**src/hw/rtl/quadrature_speed_meter_macros.svh**
```systemverilog
// assertion macros for the quadrature speed meter
`ifndef QUADRATURE_SPEED_METER_MACROS_SVH
`define QUADRATURE_SPEED_METER_MACROS_SVH

// same-cycle implication, clocked on clk, off during reset
`define QSM_ASSERT_NOW(label, ante, cons) \
  label: assert property (@(posedge clk) disable iff (!rst_n) (ante) |-> (cons)) \
    else $error("qsm assertion failed");

// next-cycle implication, clocked on clk, off during reset
`define QSM_ASSERT_NEXT(label, ante, cons) \
  label: assert property (@(posedge clk) disable iff (!rst_n) (ante) |=> (cons)) \
    else $error("qsm assertion failed");

`endif

```
**src/hw/rtl/qsm_pkg.sv**
```systemverilog
// shared types and constants of the quadrature speed meter
`timescale 1ns / 1ps
`default_nettype none
package qsm_pkg;

  localparam int DATA_W    = 32;
  localparam int ADDR_W    = 3;
  localparam int IDX_W     = ADDR_W - 2;
  localparam int DIV_STEPS = 2 * DATA_W;
  localparam int STEP_W    = $clog2(DIV_STEPS);

  localparam logic [IDX_W-1:0]  REG_CONV_FACTOR = '0;
  localparam logic [DATA_W-1:0] FACTOR_RESET    = 32'd1;

  typedef enum logic [3:0] {
    S_IDLE = 4'b0001,
    S_MUL  = 4'b0010,
    S_DIV  = 4'b0100,
    S_DONE = 4'b1000
  } state_t;

  typedef struct packed {
    logic edge_upd;
    logic read_cap;
    logic mul;
    logic div_step;
    logic out_load;
  } cmd_t;

  typedef struct packed {
    logic elapsed_zero;
    logic div_last;
  } stat_t;

endpackage
`default_nettype wire

```
**src/hw/rtl/qsm_ctrl.sv**
```systemverilog
// controller state machine of the quadrature speed meter
`timescale 1ns / 1ps
`default_nettype none
`include "quadrature_speed_meter_macros.svh"
module qsm_ctrl
  import qsm_pkg::*;
(
  input  wire logic  clk,
  input  wire logic  rst_n,
  input  wire logic  in_valid,
  input  wire logic  in_op,
  output logic       in_stall,
  output logic       out_valid,
  input  wire logic  out_stall,
  input  wire stat_t stat,
  output cmd_t       cmd
);

  state_t state_r, state_nxt;
  logic   out_valid_r, out_valid_nxt;
  logic   in_acc;
  logic   out_free;

  assign in_stall  = (state_r != S_IDLE);
  assign in_acc    = in_valid && !in_stall;
  assign out_free  = !out_valid_r || !out_stall;
  assign out_valid = out_valid_r;

  always_comb begin
    cmd          = '0;
    cmd.edge_upd = in_acc && !in_op;
    cmd.read_cap = in_acc && in_op;
    cmd.mul      = (state_r == S_MUL);
    cmd.div_step = (state_r == S_DIV);
    cmd.out_load = (state_r == S_DONE) && out_free;
  end

  always_comb begin
    state_nxt = state_r;
    case (state_r)
      S_IDLE: begin
        if (cmd.read_cap) state_nxt = S_MUL;
      end
      S_MUL: begin
        state_nxt = stat.elapsed_zero ? S_DONE : S_DIV;
      end
      S_DIV: begin
        if (stat.div_last) state_nxt = S_DONE;
      end
      S_DONE: begin
        if (out_free) state_nxt = S_IDLE;
      end
      default: state_nxt = S_IDLE;
    endcase
  end

  always_comb begin
    out_valid_nxt = out_valid_r;
    if (cmd.out_load) out_valid_nxt = 1'b1;
    else if (!out_stall) out_valid_nxt = 1'b0;
  end

  always_ff @(posedge clk) begin
    if (!rst_n) begin
      state_r     <= S_IDLE;
      out_valid_r <= 1'b0;
    end else begin
      state_r     <= state_nxt;
      out_valid_r <= out_valid_nxt;
    end
  end

  `QSM_ASSERT_NEXT(a_read_starts_mul, cmd.read_cap, state_r == S_MUL)
  `QSM_ASSERT_NEXT(a_div_runs_on, (state_r == S_DIV) && !stat.div_last, state_r == S_DIV)
  `QSM_ASSERT_NOW(a_no_overwrite, cmd.out_load, !out_valid_r || !out_stall)

endmodule
`default_nettype wire

```
**src/hw/rtl/qsm_dp.sv**
```systemverilog
// datapath of the quadrature speed meter: step count, multiply, divide, saturate
`timescale 1ns / 1ps
`default_nettype none
module qsm_dp
  import qsm_pkg::*;
(
  input  wire logic              clk,
  input  wire logic              rst_n,
  input  wire cmd_t              cmd,
  output stat_t                  stat,
  input  wire logic              in_level_a,
  input  wire logic              in_level_b,
  input  wire logic [DATA_W-1:0] in_now_us,
  input  wire logic [DATA_W-1:0] factor,
  output logic signed [DATA_W-1:0] out_speed,
  output logic                   out_time_error
);

  logic                  prev_a_r, prev_a_nxt;
  logic [DATA_W-1:0]     step_count_r, step_count_nxt;
  logic [DATA_W-1:0]     last_time_r, last_time_nxt;
  logic [DATA_W-1:0]     cnt_mag_r;
  logic [DATA_W-1:0]     ela_mag_r;
  logic                  neg_r;
  logic                  err_r;
  logic [DATA_W-1:0]     rem_r;
  logic [2*DATA_W-1:0]   dq_r;
  logic [STEP_W-1:0]     step_r;
  logic [DATA_W-1:0]     speed_r;
  logic                  time_error_r;

  logic [DATA_W-1:0]     elapsed;
  logic [2*DATA_W-1:0]   prod;
  logic [DATA_W:0]       shifted;
  logic [DATA_W+1:0]     diff;
  logic                  ge;
  logic                  ovf_pos, ovf_neg;
  logic [DATA_W-1:0]     speed_nxt;

  assign elapsed = in_now_us - last_time_r;
  assign prod    = {{DATA_W{1'b0}}, cnt_mag_r} * {{DATA_W{1'b0}}, factor};
  assign shifted = {rem_r, dq_r[2*DATA_W-1]};
  assign diff    = {1'b0, shifted} - {2'b00, ela_mag_r};
  assign ge      = !diff[DATA_W+1];

  assign stat.elapsed_zero = err_r;
  assign stat.div_last     = (step_r == STEP_W'(DIV_STEPS - 1));

  // edge event and read-side clearing of the count
  always_comb begin
    prev_a_nxt     = prev_a_r;
    step_count_nxt = step_count_r;
    last_time_nxt  = last_time_r;
    if (cmd.edge_upd) begin
      prev_a_nxt = in_level_a;
      if (in_level_b ^ prev_a_r) step_count_nxt = step_count_r + DATA_W'(1);
      else step_count_nxt = step_count_r - DATA_W'(1);
    end else if (cmd.read_cap) begin
      step_count_nxt = '0;
      last_time_nxt  = in_now_us;
    end
  end

  // saturate the signed quotient to 32 bits
  always_comb begin
    ovf_pos = |dq_r[2*DATA_W-1:DATA_W-1];
    ovf_neg = (|dq_r[2*DATA_W-1:DATA_W]) || (dq_r[DATA_W-1] && (|dq_r[DATA_W-2:0]));
    if (neg_r) speed_nxt = ovf_neg ? {1'b1, {(DATA_W-1){1'b0}}} : -dq_r[DATA_W-1:0];
    else speed_nxt = ovf_pos ? {1'b0, {(DATA_W-1){1'b1}}} : dq_r[DATA_W-1:0];
  end

  always_ff @(posedge clk) begin
    if (!rst_n) begin
      prev_a_r     <= 1'b0;
      step_count_r <= '0;
      last_time_r  <= '0;
    end else begin
      prev_a_r     <= prev_a_nxt;
      step_count_r <= step_count_nxt;
      last_time_r  <= last_time_nxt;
    end
  end

  always_ff @(posedge clk) begin
    if (cmd.read_cap) begin
      cnt_mag_r <= step_count_r[DATA_W-1] ? -step_count_r : step_count_r;
      ela_mag_r <= elapsed[DATA_W-1] ? -elapsed : elapsed;
      neg_r     <= step_count_r[DATA_W-1] ^ elapsed[DATA_W-1];
      err_r     <= (elapsed == '0);
    end
    if (cmd.mul) begin
      dq_r   <= prod;
      rem_r  <= '0;
      step_r <= '0;
    end else if (cmd.div_step) begin
      rem_r  <= ge ? diff[DATA_W-1:0] : shifted[DATA_W-1:0];
      dq_r   <= {dq_r[2*DATA_W-2:0], ge};
      step_r <= step_r + STEP_W'(1);
    end
    if (cmd.out_load) begin
      speed_r      <= err_r ? '0 : speed_nxt;
      time_error_r <= err_r;
    end
  end

  assign out_speed      = signed'(speed_r);
  assign out_time_error = time_error_r;

endmodule
`default_nettype wire

```
**src/hw/rtl/quadrature_speed_meter.sv**
```systemverilog
// top level of the quadrature speed meter: register port, controller and datapath
//
//   channel  direction  handshake          payload
//   in_      input      in_valid/in_stall  in_op, in_level_a, in_level_b, in_now_us
//   out_     output     out_valid/out_stall out_speed, out_time_error
//   apb      input      psel/penable/pready paddr, pwdata, prdata
//
// edge events may arrive in every cycle while no speed read holds the input
// a speed read holds the input through capture, one 32x32 multiply,
// 64 steps of a one-bit-per-cycle restoring divider and output load
// a read with zero elapsed time skips the divider
// a finished read waits in its last state while out_stall holds the previous result
// synchronous reset clears count, previous level, timestamp and factor (to 1) at once
`timescale 1ns / 1ps
`default_nettype none
module quadrature_speed_meter
  import qsm_pkg::*;
(
  input  wire logic                clk,
  input  wire logic                rst_n,
  input  wire logic                in_valid,
  output logic                     in_stall,
  input  wire logic                in_op,
  input  wire logic                in_level_a,
  input  wire logic                in_level_b,
  input  wire logic [DATA_W-1:0]   in_now_us,
  output logic                     out_valid,
  input  wire logic                out_stall,
  output logic signed [DATA_W-1:0] out_speed,
  output logic                     out_time_error,
  input  wire logic                psel,
  input  wire logic                penable,
  input  wire logic                pwrite,
  input  wire logic [ADDR_W-1:0]   paddr,
  input  wire logic [DATA_W-1:0]   pwdata,
  output logic [DATA_W-1:0]        prdata,
  output logic                     pready
);

  logic [DATA_W-1:0] factor_r, factor_nxt;
  logic              hit;
  cmd_t              cmd;
  stat_t             stat;

  assign pready = 1'b1;
  assign hit    = (paddr[ADDR_W-1:2] == REG_CONV_FACTOR);
  assign prdata = hit ? factor_r : '0;

  always_comb begin
    factor_nxt = factor_r;
    if (psel && penable && pwrite && hit) factor_nxt = pwdata;
  end

  always_ff @(posedge clk) begin
    if (!rst_n) factor_r <= FACTOR_RESET;
    else factor_r <= factor_nxt;
  end

  qsm_ctrl u_ctrl (
    .clk       (clk),
    .rst_n     (rst_n),
    .in_valid  (in_valid),
    .in_op     (in_op),
    .in_stall  (in_stall),
    .out_valid (out_valid),
    .out_stall (out_stall),
    .stat      (stat),
    .cmd       (cmd)
  );

  qsm_dp u_dp (
    .clk            (clk),
    .rst_n          (rst_n),
    .cmd            (cmd),
    .stat           (stat),
    .in_level_a     (in_level_a),
    .in_level_b     (in_level_b),
    .in_now_us      (in_now_us),
    .factor         (factor_r),
    .out_speed      (out_speed),
    .out_time_error (out_time_error)
  );

endmodule
`default_nettype wire

```
**config.mk**
```make
export PLATFORM = sky130hd
export DESIGN_NAME = quadrature_speed_meter
export DESIGN_NICKNAME = d
export VERILOG_FILES = /design/src/hw/rtl/qsm_pkg.sv /design/src/hw/rtl/qsm_ctrl.sv /design/src/hw/rtl/qsm_dp.sv /design/src/hw/rtl/quadrature_speed_meter.sv
export VERILOG_INCLUDE_DIRS = /design/src /design/src/hw/rtl
export SDC_FILE = /design/constraint.sdc
export NUM_CORES = 2
export LEC_CHECK = 0
export BUFFER_PORTS_ARGS = -buffer_cell sky130_fd_sc_hd__buf_2
export CAP_MARGIN = 20
export CORE_MARGIN = 3
export CORE_UTILIZATION = 55
export DETAILED_ROUTE_END_ITERATION = 8
export HOLD_SLACK_MARGIN = 0.05
export PLACE_DENSITY = 0.8
export SYNTH_ARGS = -nofsm -noshare
export SYNTH_HDL_FRONTEND = slang
export SYNTH_SLANG_ARGS = --single-unit
```
**constraint.sdc**
```tcl
create_clock -name clk -period 16.84 [get_ports clk]
set_input_delay 0.842 -clock clk [delete_from_list [all_inputs] [get_ports clk]]
set_output_delay 0.842 -clock clk [all_outputs]
set_load 0.02 [all_outputs]
```
Word-level counts from Yosys, hierarchy flattened
Index checks and enable logic that the tools add are counted.
Storage, ports and cells
  register bits after elaboration: 303
  input port bits: 77
  output and inout bits: 68
  word-level logic and storage cells: 82
Cells by class
  $add $sub $neg: 8
  multipliers: 1
  eq/ne operators: 10
  multiplexer cells: 19
  bitwise logic cells: 4
  reductions and logical operators: 23
Operator list (number)
  two-way mux 32 bit: 8
  two-way mux 64 bit: 2
  negation 32 bit: 3
  multiplier 32 x 32 -> 64 bit: 1
  two-way mux 31 bit: 2
  subtractor 33 x 32 -> 34 bit: 1
  OR reduction 33 bit: 1
  adder 32 x 1 -> 32 bit (second input constant): 1
  zero test 32 bit: 1
  OR reduction 32 bit: 1
  subtractor 32 x 1 -> 32 bit (second input constant): 1
  subtractor 32 bit: 1
  OR reduction 31 bit: 1
  two-way mux 4 bit: 4
  case mux 4 bit (4 select lines): 1
  logical AND 1 bit: 8
  adder 6 x 1 -> 6 bit (second input constant): 1
  == test 6 bit (second input constant): 1
  != test 2 x 1 -> 1 bit (second input constant): 3
  zero test 1 bit: 5
  == test 4 x 1 -> 1 bit (second input constant): 1
  == test 4 x 2 -> 1 bit (second input constant): 1
  == test 4 x 3 -> 1 bit (second input constant): 1
  == test 4 bit (second input constant): 1
  9 further kinds: 14

Depth between registers and ports, before layout
  word-level depth: 6
  gate-level depth with buffers: 28
  gate-level depth less buffers: 26

Modules after synthesis
From an unflattened synthesis, not the netlist that was laid out.
Unflattened totals
  cells, all modules: 5767
  area total of the unflattened synthesis: 52220.1 sq um
By module, submodules not included
  qsm_dp: instances 1, cells each 5553, area an instance 50344.5 sq um, seq. area each 6956.7 sq um
  quadrature_speed_meter: instances 1, cells each 177, area an instance 1542.7 sq um, seq. area each 640.6 sq um
  qsm_ctrl: instances 1, cells each 37, area an instance 332.8 sq um, seq. area each 100.1 sq um

Least setup slack after synthesis
No wires, ideal clock.
  path type: register to register
  start point: register u_dp.cnt_mag_r[10]
  end point: register u_dp.dq_r[60], data pin
  setup time: 0.267 ns
  arrival: 7.141 ns
  data required time: 16.573 ns
  path slack: 9.431 ns
  cell stages (with the launch flop): 27
  period minus slack after synthesis: 7.409 ns
  cell sequence: edfxtp_1 -> clkbuf_1 -> and2_1 -> fa_1 -> inv_1 -> fa_1 -> inv_1 -> fa_1 -> inv_1 -> fa_1 -> inv_1 -> fa_1 -> fa_1 -> fa_1 -> fa_1 -> ha_1 -> clkbuf_1 -> and3_1 -> nand2_1 -> nor4_1 -> o211ai_1 -> a211oi_1 -> o21ai_1 -> o41ai_1 -> a41oi_1 -> xnor2_1 -> o21ai_0
Between the ends
  word-level cells in the longest chain between the ends: 2
Ends and longest elaborated chain
  start, declared: line qsm_dp.sv:22  | logic [DATA_W-1:0] cnt_mag_r;
  start signal, assigned: line qsm_dp.sv:86  | cnt_mag_r <= step_count_r[DATA_W-1] ? -step_count_r : step_count_r;
  multiplier 32 x 32 -> 64 bit: line qsm_dp.sv:41  | assign prod = {{DATA_W{1'b0}}, cnt_mag_r} * {{DATA_W{1'b0}}, factor};
  two-way mux 64 bit: line qsm_dp.sv:91  | if (cmd.mul) begin
  end signal, assigned: line qsm_dp.sv:92  | dq_r <= prod;
  end signal, assigned: line qsm_dp.sv:97  | dq_r <= {dq_r[2*DATA_W-2:0], ge};
  end, declared: line qsm_dp.sv:27  | logic [2*DATA_W-1:0] dq_r;
No other way between the ends.
A chain may end at the register's enable or synchronous reset.

Worst setup path after layout
  start point: register u_dp.cnt_mag_r[18]
  end point: register u_dp.dq_r[60], data pin
The elaborated chain is that of the path after synthesis.

==> metrics.txt <==
family with the most delay on the worst path adder cells; Tmin final 9220 ps; layout cells sized above 1 6.06%; Syn Area/Cell 8.99 um2; WS Path Type flip-flop to flip-flop; Worst EP required 17100 ps; Worst-Margin Slew 1090 ps; worst-skew pair later-pin latency 560 ps; vias 39900; RSZ-0062 raised after global routing no; Slew headroom 27.0%; top cell type's share of synthesized area 34.6%; Cell Chain, Critical Path buf_4 -> and2_1 -> fa_1 -> fa_1 -> inv_1 -> fa_1 -> fa_1 -> inv_1 -> fa_1 -> fa_1 -> fa_1 -> fa_1 -> ha_1 -> and3_1 -> nand2_1 -> nor4_1 -> o211ai_1 -> a211oi_1 -> o21ai_1 -> o41ai_1 -> a41oi_1 -> xnor2_1 -> o21ai_0; f_max 0.108 GHz; Cells after DPL 6947; Startpoint Class flip-flop; Final Cycle Share 54.8%; FP Rows 112; worst hold-check path type flip-flop to flip-flop; Syn-to-layout area delta 5.62%; Post-Syn Area 51900 um2; initial antenna violation count 7; residual DRC count 0; Post-Route WL 127000 um; Worst VDD drop 121 uV; initial DRC count 2897; Post-CTS Setup Inserts 0; slowest cell on the critical path edfxtp_1; Finished Layout Cells 7014; Antenna Nets Post-Route 0; sequential fraction of the synthesis area 14.8%; max incr delay on CP 730 ps; full die area 98200 um2; total grt overflow 0; drt pass-1 iters 5; GR Util All Layers 26.5%; DR vias/cell 5.69; Final HPWL DP 97200 um; Leakage 26.2 nW; Seq cells post-synth 303; Resized cells post-CTS 0; pwr/cell area 83.7 nW/um2; setup_tns 0 ps; largest net degree at the start of global routing 114; first-pass GRT wire length 212000 um; PortBufs 141; CP arrival 9480 ps; worst-path maximum fanout 20; synth warn 0; vias in the first global route 41700; core footprint 93500 um2; final setup fails 0; Yosys cell types 106; synth top area cells fa_1 (35%), edfxtp_1 (9.4%), ha_1 (8.7%), and2_1 (7.3%), inv_1 (7.0%); status complete, no violations; cells after synthesis 5779; hold-fix buffer count after cts 0; syn_nets 7115; clk slew on worst S/H paths 70 ps; skew final 37.3 ps; Placer Congestion 0.911; DIE HEIGHT 313 um; Synth area leader fa_1; crit path capture type flip-flop; WL/cell 18.1 um; fin nets 7066; number of synthesized flops with an enable pin 163; Max Transition Viols Final 0; Final Hold Fails 0; Longest Clk Path Bufs 3; Synth Flop Type edfxtp_1; initial core utilization 55.6%; R2R Setup Slk 7620 ps; CTS tree done; Max Cap Viol 0; fillers 7855; H-tree Lvls 2; CTS Root Cell clkbuf_16; most used cell, CP fa_1; Buf/Inv on CP 3; CTS sink count 303; CTS Buf Count 34; Die X 313 um; Async SR Flop Fraction 0%; Top Ports 145
[routing by layer]
layer	track usage (%)	wire (um)	vias to the layer above
li1	-	-	18100
met1	35.9	52500	20000
met2	44.1	60100	1581
met3	4.30	10500	277
met4	8.09	4230	0
met5	0	0	-
[synth_stat cells (31+ instances only)]
| library cell | number |
|---|---|
| nor3_1 | 31 |
| nor2b_1 | 46 |
| nand2_1 | 800 |
| o21ai_0 | 192 |
| inv_1 | 966 |
| a31oi_1 | 31 |
| nand3_1 | 46 |
| xor2_1 | 81 |
| a21oi_1 | 253 |
| a21o_1 | 102 |
| ha_1 | 360 |
| fa_1 | 899 |
| edfxtp_1 | 163 |
| dfxtp_1 | 140 |
| xnor2_1 | 125 |
| clkbuf_1 | 284 |
| and2_1 | 605 |
| nor2_1 | 163 |
[area by class of cell]
| type | count | area [um2] | share of cell area [%] |
|---|---|---|---|
| Multi-Input combinational cell | 4200 | 39400 | 71.9 |
| Clock inverter | 20 | 245 | 0.447 |
| Timing Repair Buffer | 225 | 1360 | 2.47 |
| Inverter | 966 | 3630 | 6.61 |
| Tap cell | 1254 | 1570 | 2.86 |
| Sequential cell | 303 | 7700 | 14.0 |
| Clock buffer | 42 | 933 | 1.70 |
| Antenna cell | 4 | 10.0 | 0.0182 |
[worst paths after layout]
path / start / end / cells past startpoint
hold reg to reg: u_dp.last_time_r[28]$_SDFFE_PN0P_ / u_dp.last_time_r[28]$_SDFFE_PN0P_ / 2
setup reg to reg: u_dp.cnt_mag_r[18]$_DFFE_PP_ / u_dp.dq_r[60]$_DFFE_PP_ / 23
setup / recovery: u_dp.cnt_mag_r[18]$_DFFE_PP_ / u_dp.dq_r[60]$_DFFE_PP_ / 23
hold / removal: u_dp.last_time_r[28]$_SDFFE_PN0P_ / u_dp.last_time_r[28]$_SDFFE_PN0P_ / 2
[power by group]
group / leakage, nW / internal, mW / switching, mW / total [mW]
clock network: 0.570 / 0.464 / 0.341 / 0.805
registers: 2.64 / 0.967 / 0.130 / 1.10
logic: 23.0 / 1.02 / 1.67 / 2.69
[per-stage QoR]
stage	hold WS, ps	util [%]	cell area (um2)	setup WS (ps)	total power [mW]
finish	454	58.7	54900	7620	4.59
global route	474	58.7	54900	7230	4.94
CTS	456	58.7	54800	7750	4.56
detailed placement	447	57.4	53600	7820	3.73
global placement	441	57.4	53600	7790	3.66
floorplan	436	-	51900	9430	3.02
[kinds of logic after synthesis]
group / Yosys count / share of synthesized area, %
compound gates: 831 / 10.3
simple gates: 1877 / 18.2
fa+ha+maj: 1259 / 43.3
buf+inv: 1276 / 9.37
mux: 26 / 0.508
other cells: 1 / 0.00722
xor+xnor: 206 / 3.47
flops: 303 / 14.8
[sequential cells by signal, summed over array words and instances, names as in the netlist, 4 cells and up]
register	flops
u_dp.step_count_r	32
u_dp.cnt_mag_r	32
factor_r	32
u_dp.last_time_r	32
u_dp.dq_r	64
u_dp.step_r	6
u_dp.ela_mag_r	32
u_dp.out_speed	32
u_dp.rem_r	32
u_ctrl.state_r	4
[worst min-delay path: stages (launching register included)]
cell	delay, ps
dfxtp_1	310
nand2_1	50
a21oi_1	50
[layout by cell type (no fill, tap or decap), types with 27 or more instances in the layout]
cell type and count:
buf_4 83, a211oi_1 27, nor3_1 31, and3_1 30
ha_1 360, clkbuf_16 36, dfxtp_1 140, a21oi_1 252
xnor2_1 125, o21ai_0 192, buf_2 141, and2_1 605
nor2b_1 46, inv_1 963, a31oi_1 31, nand2_1 800
o21bai_1 30, edfxtp_1 163, xor2_1 81, a21o_1 102
nand3_1 46, nor2_1 163, fa_1 899
Note: power is estimated with default switching activity, not from simulation.
